<file path="src/sv/dpf_pkg.sv">
`timescale 1ns / 1ps
package dpf_pkg;

   localparam int FRAC_BITS_DEFAULT = 16;
   localparam int DIST_W = 33;
   localparam int VEL_W = 33;
   localparam int CSR_INDEX_W = 3;

   localparam logic [CSR_INDEX_W-1:0] CSR_INV_SMOOTH  = 3'd0;
   localparam logic [CSR_INDEX_W-1:0] CSR_CUTOFF      = 3'd1;
   localparam logic [CSR_INDEX_W-1:0] CSR_CONS_COEFF  = 3'd2;
   localparam logic [CSR_INDEX_W-1:0] CSR_DAMP_NORMAL = 3'd3;
   localparam logic [CSR_INDEX_W-1:0] CSR_DAMP_TANG   = 3'd4;

   typedef struct packed {
      logic               command;
      logic signed [31:0] delta_x;
      logic signed [31:0] delta_y;
      logic signed [31:0] delta_z;
      logic        [30:0] interaction_radius;
      logic signed [31:0] indentation;
      logic signed [31:0] vel_t0;
      logic signed [31:0] vel_t1;
      logic signed [31:0] vel_normal;
   } req_payload_type;

   typedef struct packed {
      logic signed [31:0] conservative_force;
      logic signed [31:0] damping_t0;
      logic signed [31:0] damping_t1;
      logic signed [31:0] damping_n;
      logic               active;
   } rsp_payload_type;

   typedef struct packed {
      logic        [30:0] inverse_smoothing_length;
      logic        [30:0] cutoff_radius;
      logic signed [31:0] conservative_coeff;
      logic        [30:0] damping_normal;
      logic        [30:0] damping_tangential;
   } cfg_type;

   typedef struct packed {
      logic signed [VEL_W-1:0] vt0;
      logic signed [VEL_W-1:0] vt1;
      logic signed [VEL_W-1:0] vn;
   } vel_type;

   typedef struct packed {
      logic [DIST_W-1:0] r_len;
      vel_type           vel;
   } dist_type;

   localparam logic signed [79:0] SAT_MAX = 80'sd2147483647;
   localparam logic signed [79:0] SAT_MIN = -80'sd2147483648;

   function automatic logic signed [31:0] sat32(input logic signed [79:0] x);
      logic signed [31:0] r;
      if (x > SAT_MAX) r = 32'sh7fffffff;
      else if (x < SAT_MIN) r = 32'sh80000000;
      else r = x[31:0];
      return r;
   endfunction

endpackage

</file>
<file path="src/sv/dpf_kern.sv">
`timescale 1ns / 1ps
module dpf_kern
   import dpf_pkg::*;
#(
   parameter int FRAC_BITS = FRAC_BITS_DEFAULT
) (
   input  logic                 clock,
   input  logic                 reset,
   input  cfg_type              cfg,
   input  logic                 in_valid,
   output logic                 in_ready,
   input  dist_type             in_data,
   output logic                 out_valid,
   input  logic                 out_ready,
   output logic [FRAC_BITS:0]   out_w,
   output logic [FRAC_BITS:0]   out_wd,
   output logic                 out_active,
   output vel_type              out_vel
);

   localparam int NS = 5;
   localparam int TW = FRAC_BITS + 1;
   localparam int QW = 62 - FRAC_BITS;
   localparam logic [QW-1:0] ONE_Q = QW'(1) << FRAC_BITS;
   localparam logic [QW-1:0] TWO_Q = QW'(2) << FRAC_BITS;
   localparam logic [TW-1:0] ONE_T = TW'(1) << FRAC_BITS;

   logic [NS-1:0] valid_ff;
   logic [NS:0]   ready;

   assign ready[NS] = out_ready;
   genvar k;
   generate
      for (k = 0; k < NS; k++) begin : g_rdy
         assign ready[k] = !valid_ff[k] || ready[k+1];
      end
   endgenerate
   assign in_ready = ready[0];
   assign out_valid = valid_ff[NS-1];

   always_ff @(posedge clock) begin
      if (reset) begin
         valid_ff <= '0;
      end else begin
         if (ready[0]) valid_ff[0] <= in_valid;
         for (int i = 1; i < NS; i++) begin
            if (ready[i]) valid_ff[i] <= valid_ff[i-1];
         end
      end
   end

   logic    act0_ff, act1_ff, act2_ff, act3_ff, act4_ff;
   vel_type vel0_ff, vel1_ff, vel2_ff, vel3_ff, vel4_ff;

   // stage 0: range check and q = r / h
   logic [61:0] qprod;
   logic        act_in;
   logic [QW-1:0] q_ff;

   assign qprod = in_data.r_len[30:0] * cfg.inverse_smoothing_length;
   assign act_in = (in_data.r_len != '0) && (in_data.r_len < DIST_W'(cfg.cutoff_radius));

   always_ff @(posedge clock) begin
      if (ready[0]) begin
         q_ff    <= qprod[61:FRAC_BITS];
         act0_ff <= act_in;
         vel0_ff <= in_data.vel;
      end
   end

   // stage 1: branch select and first square
   logic          inner_in, outer_in;
   logic [QW-1:0] s_full;
   logic [TW-1:0] t_in;
   logic [2*TW-1:0] tt;
   logic [TW-1:0] t_ff, t2_ff;
   logic          inner1_ff, outer1_ff;

   assign inner_in = q_ff < ONE_Q;
   assign outer_in = !inner_in && (q_ff < TWO_Q);
   assign s_full = TWO_Q - q_ff;
   assign t_in = inner_in ? q_ff[TW-1:0] : s_full[TW-1:0];
   assign tt = t_in * t_in;

   always_ff @(posedge clock) begin
      if (ready[1]) begin
         t_ff      <= t_in;
         t2_ff     <= tt[FRAC_BITS +: TW];
         inner1_ff <= inner_in;
         outer1_ff <= outer_in;
         act1_ff   <= act0_ff;
         vel1_ff   <= vel0_ff;
      end
   end

   // stage 2: cube
   logic [2*TW-1:0] ttt;
   logic [TW-1:0]   t2b_ff, t3_ff;
   logic            inner2_ff, outer2_ff;

   assign ttt = t2_ff * t_ff;

   always_ff @(posedge clock) begin
      if (ready[2]) begin
         t2b_ff    <= t2_ff;
         t3_ff     <= ttt[FRAC_BITS +: TW];
         inner2_ff <= inner1_ff;
         outer2_ff <= outer1_ff;
         act2_ff   <= act1_ff;
         vel2_ff   <= vel1_ff;
      end
   end

   // stage 3: kernel weight
   logic [TW+1:0]        t2x3, t3x3;
   logic signed [TW+2:0] wi;
   logic [TW-1:0]        w_in;
   logic [TW-1:0]        w_ff;

   assign t2x3 = (TW+2)'({t2b_ff, 1'b0}) + (TW+2)'(t2b_ff);
   assign t3x3 = (TW+2)'({t3_ff, 1'b0}) + (TW+2)'(t3_ff);
   assign wi = $signed((TW+3)'(ONE_T)) - $signed((TW+3)'(t2x3[TW+1:1]))
             + $signed((TW+3)'(t3x3[TW+1:2]));

   always_comb begin
      if (inner2_ff) w_in = wi[TW+2] ? '0 : wi[TW-1:0];
      else if (outer2_ff) w_in = t3_ff >> 2;
      else w_in = '0;
   end

   always_ff @(posedge clock) begin
      if (ready[3]) begin
         w_ff    <= w_in;
         act3_ff <= act2_ff;
         vel3_ff <= vel2_ff;
      end
   end

   // stage 4: squared weight for damping
   logic [2*TW-1:0] ww;
   logic [TW-1:0]   w4_ff, wd_ff;

   assign ww = w_ff * w_ff;

   always_ff @(posedge clock) begin
      if (ready[4]) begin
         w4_ff   <= w_ff;
         wd_ff   <= ww[FRAC_BITS +: TW];
         act4_ff <= act3_ff;
         vel4_ff <= vel3_ff;
      end
   end

   assign out_w = w4_ff;
   assign out_wd = wd_ff;
   assign out_active = act4_ff;
   assign out_vel = vel4_ff;

endmodule

</file>
<file path="config.mk">
export PLATFORM = sky130hd
export DESIGN_NAME = dpf_kern
export DESIGN_NICKNAME = d
export VERILOG_FILES = /design/src/sv/dpf_pkg.sv /design/src/sv/dpf_kern.sv
export SDC_FILE = /design/constraint.sdc
export NUM_CORES = 2
export LEC_CHECK = 0
export ABC_AREA = 1
export BUFFER_PORTS_ARGS = -buffer_cell sky130_fd_sc_hd__buf_4
export CORE_MARGIN = 8
export CORE_UTILIZATION = 40
export DETAILED_ROUTE_END_ITERATION = 12
export GPL_ROUTABILITY_DRIVEN = 0
export MAX_ROUTING_LAYER = met4
export PLACE_DENSITY = 0.64
export SLEW_MARGIN = 20
export SYNTH_ARGS = -nofsm -noshare
export SYNTH_HDL_FRONTEND = slang
export SYNTH_SLANG_ARGS = --single-unit
</file>
<file path="constraint.sdc">
create_clock -name clock -period 23.9 [get_ports clock]
set_clock_uncertainty 0.15 [all_clocks]
set_input_delay 4.78 -clock clock [delete_from_list [all_inputs] [get_ports clock]]
set_output_delay 4.78 -clock clock [all_outputs]
set_load 0.1 [all_outputs]
</file>
Yosys cells after proc, flatten, opt, wreduce, memory -nomap -nowiden --
Cells that the tools add are included.
Word-level totals: register bits after elaboration 674, bits in latches 0, bits in writable memories 0, ROM bits 0, bits of input ports 292, output and inout port bits 136, logic and storage cells 67, memories 0
Operators by class: add/sub/neg operators 5, $mul 4, div/mod/pow operators 0, order comparisons 3, equal/unequal tests 0, shifts and indexed selects 0, mux-type cells 4, bitwise gates (word level) 0, reduce and logical (&&, ||, !) cells 14
Operators by type and width (number):
- 17-bit by 17-bit multiplier with 33-bit output | 3
- 31-bit by 31-bit multiplier with 62-bit output | 1
- 17-bit two-way mux | 3
- 46-bit by 17-bit less-than comparator with 1-bit output (second input constant) | 1
- 46-bit by 18-bit less-than comparator with 1-bit output (second input constant) | 1
- 18-bit by 17-bit adder with 19-bit output | 2
- 33-bit by 31-bit less-than comparator with 1-bit output | 1
- 33-bit nonzero test | 1
- 19-bit by 18-bit adder with 20-bit output | 1
- 17-bit by 18-bit subtractor with 19-bit output (first input constant) | 1
- 1-bit by 17-bit subtractor with 17-bit output (first input constant) | 1
- 15-bit two-way mux | 1
- 1-bit logical NOT | 6
- 1-bit logical OR | 5
- 1-bit logical AND | 2

Longest topological paths before layout --
word-level depth 6, depth in mapped cells 36, mapped depth without buffers 35

Worst setup path before layout --
No wires, ideal clock.
kind input -> output, from input port out_ready, to output port in_ready, arrival time 16807 ps, required time 18970 ps, setup slack 2163 ps, cell stages on the path 8, buffers on the path 0, cell sequence nor2_1 > inv_1 > nor2_1 > inv_1 > nor2_1 > inv_1 > nor2_1 > nand2_1
Between the ends: longest elaborated chain between the ends 5
RTL lines:
- from (decl) | line dpf_kern.sv:14 | input logic out_ready,
- 1-bit logical OR | line dpf_kern.sv:35 | assign ready[k] = !valid_ff[k] || ready[k+1];
- net ready[4] | line dpf_kern.sv:29 | logic [NS:0] ready;
- 1-bit logical OR | line dpf_kern.sv:35
- net ready[3] | line dpf_kern.sv:29
- 1-bit logical OR | line dpf_kern.sv:35
- net ready[2] | line dpf_kern.sv:29
- 1-bit logical OR (2 in series) | line dpf_kern.sv:35
- to (decl) | line dpf_kern.sv:11 | output logic in_ready,
The timed path passes the listed nets, and every way through them passes these cells.

Worst setup path in the final report --
Ends and elaborated chain as after synthesis.

==> metrics.csv <==
stage;metric;value;unit
synth;sequential share of the synthesized area;24.7;%
floorplanning;IO Count;428;
place;I/O Buffers;333;
clocking;post-CTS sizing;0;
place;DP HPWL;162;mm
clocking;H-tree depth;3;
timing;Final Hold Fails;0;
final_layout;share of cells above drive strength 1;5.91;%
status;outcome;completed;
timing;Setup-failing EPs final;0;
clocking;clk_lat worst skew;0.69;ns
setup_path;cell repeated most along the worst path;nor2_1;
floorplanning;row count;166;
setup_path;delay-heaviest family, CP;buffers and inverters;
setup_path;slowest CP cell;inv_6;
timing;Worst slew margin;21.3;%
drt;Initial DRT Pass Iterations;6;
drt;vias per inst;4.94;
grt;Congestion Overflow GR;0;
drt;DRC;0;
floorplanning;Die Span Y;468;um
synth;synth top area cells;fa_1 35%, edfxtp_1 25%, inv_1 11%;
floorplanning;die footprint;219000;sq um
synth;Synthesized Nets;11100;
clocking;root buffer cell;clkbuf_16;
setup_path;Setup crit start kind;primary input;
clocking;clk sinks;674;
synth;post-synth top area cell;fa_1;
final_layout;fillers;19400;
setup_path;Worst Path Required;18.97;ns
synth;Synth Warn #;0;
drt;WL final;207;mm
drt;post-route ant nets;0;
synth;number of synthesized flops with an enable pin;669;
synth;Post-synth top cells;2,451 x inv_1, 1,938 x nand2_1, 1,438 x fa_1;
synth;most numerous cell in the Yosys netlist;inv_1;
synth;Yosys cell types;58;
clocking;hold buffer count at cts;0;
drt;vias;57300;
clocking;postcts setup bufs;0;
synth;mapped cell area;81900;sq um
timing;worst-margin pin slew;1.18;ns
hold_path;Hold WC Path Type;reg -> reg;
timing;Final Cycle Share;54.6;%
setup_path;CP Buf/Inv Count;5;
setup_path;max incr delay on CP;0.61;ns
clocking;Reg clk slew, reported paths;0.06;ns
synth;Yosys reg bits;674;
synth;post-synthesis average cell area;9.38;sq um
final_layout;Final nets;11200;
grt;maximum number of pins on one net before global-route repair;79;
synth;Cells after Synth;8728;
setup_path;WS Path Type;in -> out;
synth;Synth Flop Type;edfxtp_1;
synth;FFs w/ async S/R, synth;0;%
clocking;CTS Buf Count;71;
setup_path;Worst setup EP type;primary output;
floorplanning;Initial Utilization;40.1;%
clocking;clk buf depth;3;
grt;first-pass GRT wire length;332;mm
synth;area share of the largest cell type after synthesis;35.2;%
timing;Tmin final;13.05;ns
drt;Wirelength per Cell;17.8;um
setup_path;worst-path cell chain;buf_4 > nor2_1 > inv_6 > nor2_1 > inv_6 > nor2_1 > inv_6 > nor2_1 > nand2_4 > buf_4;
setup_path;CP arrival;8.12;ns
grt;GRT Util Overall;19.5;%
timing;fmax;0.0767;GHz
floorplanning;core area;204000;sq um
drt;Starting DRT DRC Count;4017;
timing;max-slew violations;0;
timing;RSZ-0062 raised after global routing;false;
grt;vias in the first global route;62100;
final_layout;area grow syn2layout;8.81;%
floorplanning;Die X;468;um
flow_run;maxcap violations;0;
grt;initial antenna violation count;8;
setup_path;crit-path max FO;78;
timing;final setup TNS;0;ns
clocking;CTS tree;done;
## layer usage
| metal | wire length [um] | share of wire, % | up-vias | track usage (%) |
|---|---|---|---|---|
| met1 | 84200 | 41 | 28800 | 24.6 |
| li1 | - | - | 26000 | - |
| met4 | 6780 | 3.3 | 0 | 6.01 |
| met3 | 16400 | 7.9 | 383 | 3.28 |
| met2 | 99300 | 48 | 2146 | 32.5 |
| met5 | 0 | 0 | - | - |
## path summary, 6_finish.rpt
check         startpoint  slack, ns  cells after the start     endpoint
max reg2reg      q_ff[0]      14.94                     29    t2_ff[16]
min reg2reg  vel1_ff[82]       0.25                      0  vel2_ff[82]
min          vel1_ff[82]       0.25                      0  vel2_ff[82]
max            out_ready      10.85                     10     in_ready
## logic make-up after synthesis
family | Yosys count | share of synthesized area [%]
compound gates | 504 | 3.48
xor+xnor | 172 | 1.87
fa+ha+maj | 2079 | 45.0
buf+inv | 2773 | 12.8
flops | 674 | 24.7
simple gates | 2526 | 12.3
## per-stage QoR
step                instance area (sq um)  hold slack [ns]  setup WS (ns)  std cells  util [%]
floorplan                           81900            0.250           2.16       8728         -
global placement                    86700            0.250          10.75      11500      42.5
detailed placement                  86700            0.255          10.70      11500      42.5
CTS                                 89100            0.245          10.68      11600      43.7
global route                        89100            0.251          10.50      11600      43.7
finish                              89100            0.251          10.85      11600      43.7
## flip-flops by register name, summed over array words and instances (netlist names), 5 cells and up
signal,cells
out_wd,17
valid_ff,5
vel2_ff,99
vel0_ff,99
t_ff,17
out_w,17
t3_ff,17
vel3_ff,99
vel1_ff,99
q_ff,46
t2b_ff,17
w_ff,17
out_vel,99
t2_ff,17
## layout make-up
class | count | area (sq um) | area share, %
multi-input cells | 5281 | 51300 | 57.5
clock inverters | 37 | 455 | 0.511
diodes | 7 | 17.5 | 0.0197
repair buffers | 351 | 2640 | 2.96
clock buffers | 89 | 1890 | 2.13
flip-flops and latches | 674 | 20200 | 22.7
well taps | 2688 | 3360 | 3.78
inverters | 2463 | 9270 | 10.4
## placed cells by master (no fill, tap or decap), drive strengths merged, types with 119 or more instances in the layout
cell,Yosys,final
inv,2458,2464
nand2,1948,1948
fa,1438,1438
edfxtp,669,669
ha,641,641
nor2,370,370
buf,10,351
a21oi,262,262
xor2,122,122
o21ai,119,119
Power is left out: the tool's default activity adds up to more than one toggle a clock period on the data nets, which glitch-free logic cannot reach.
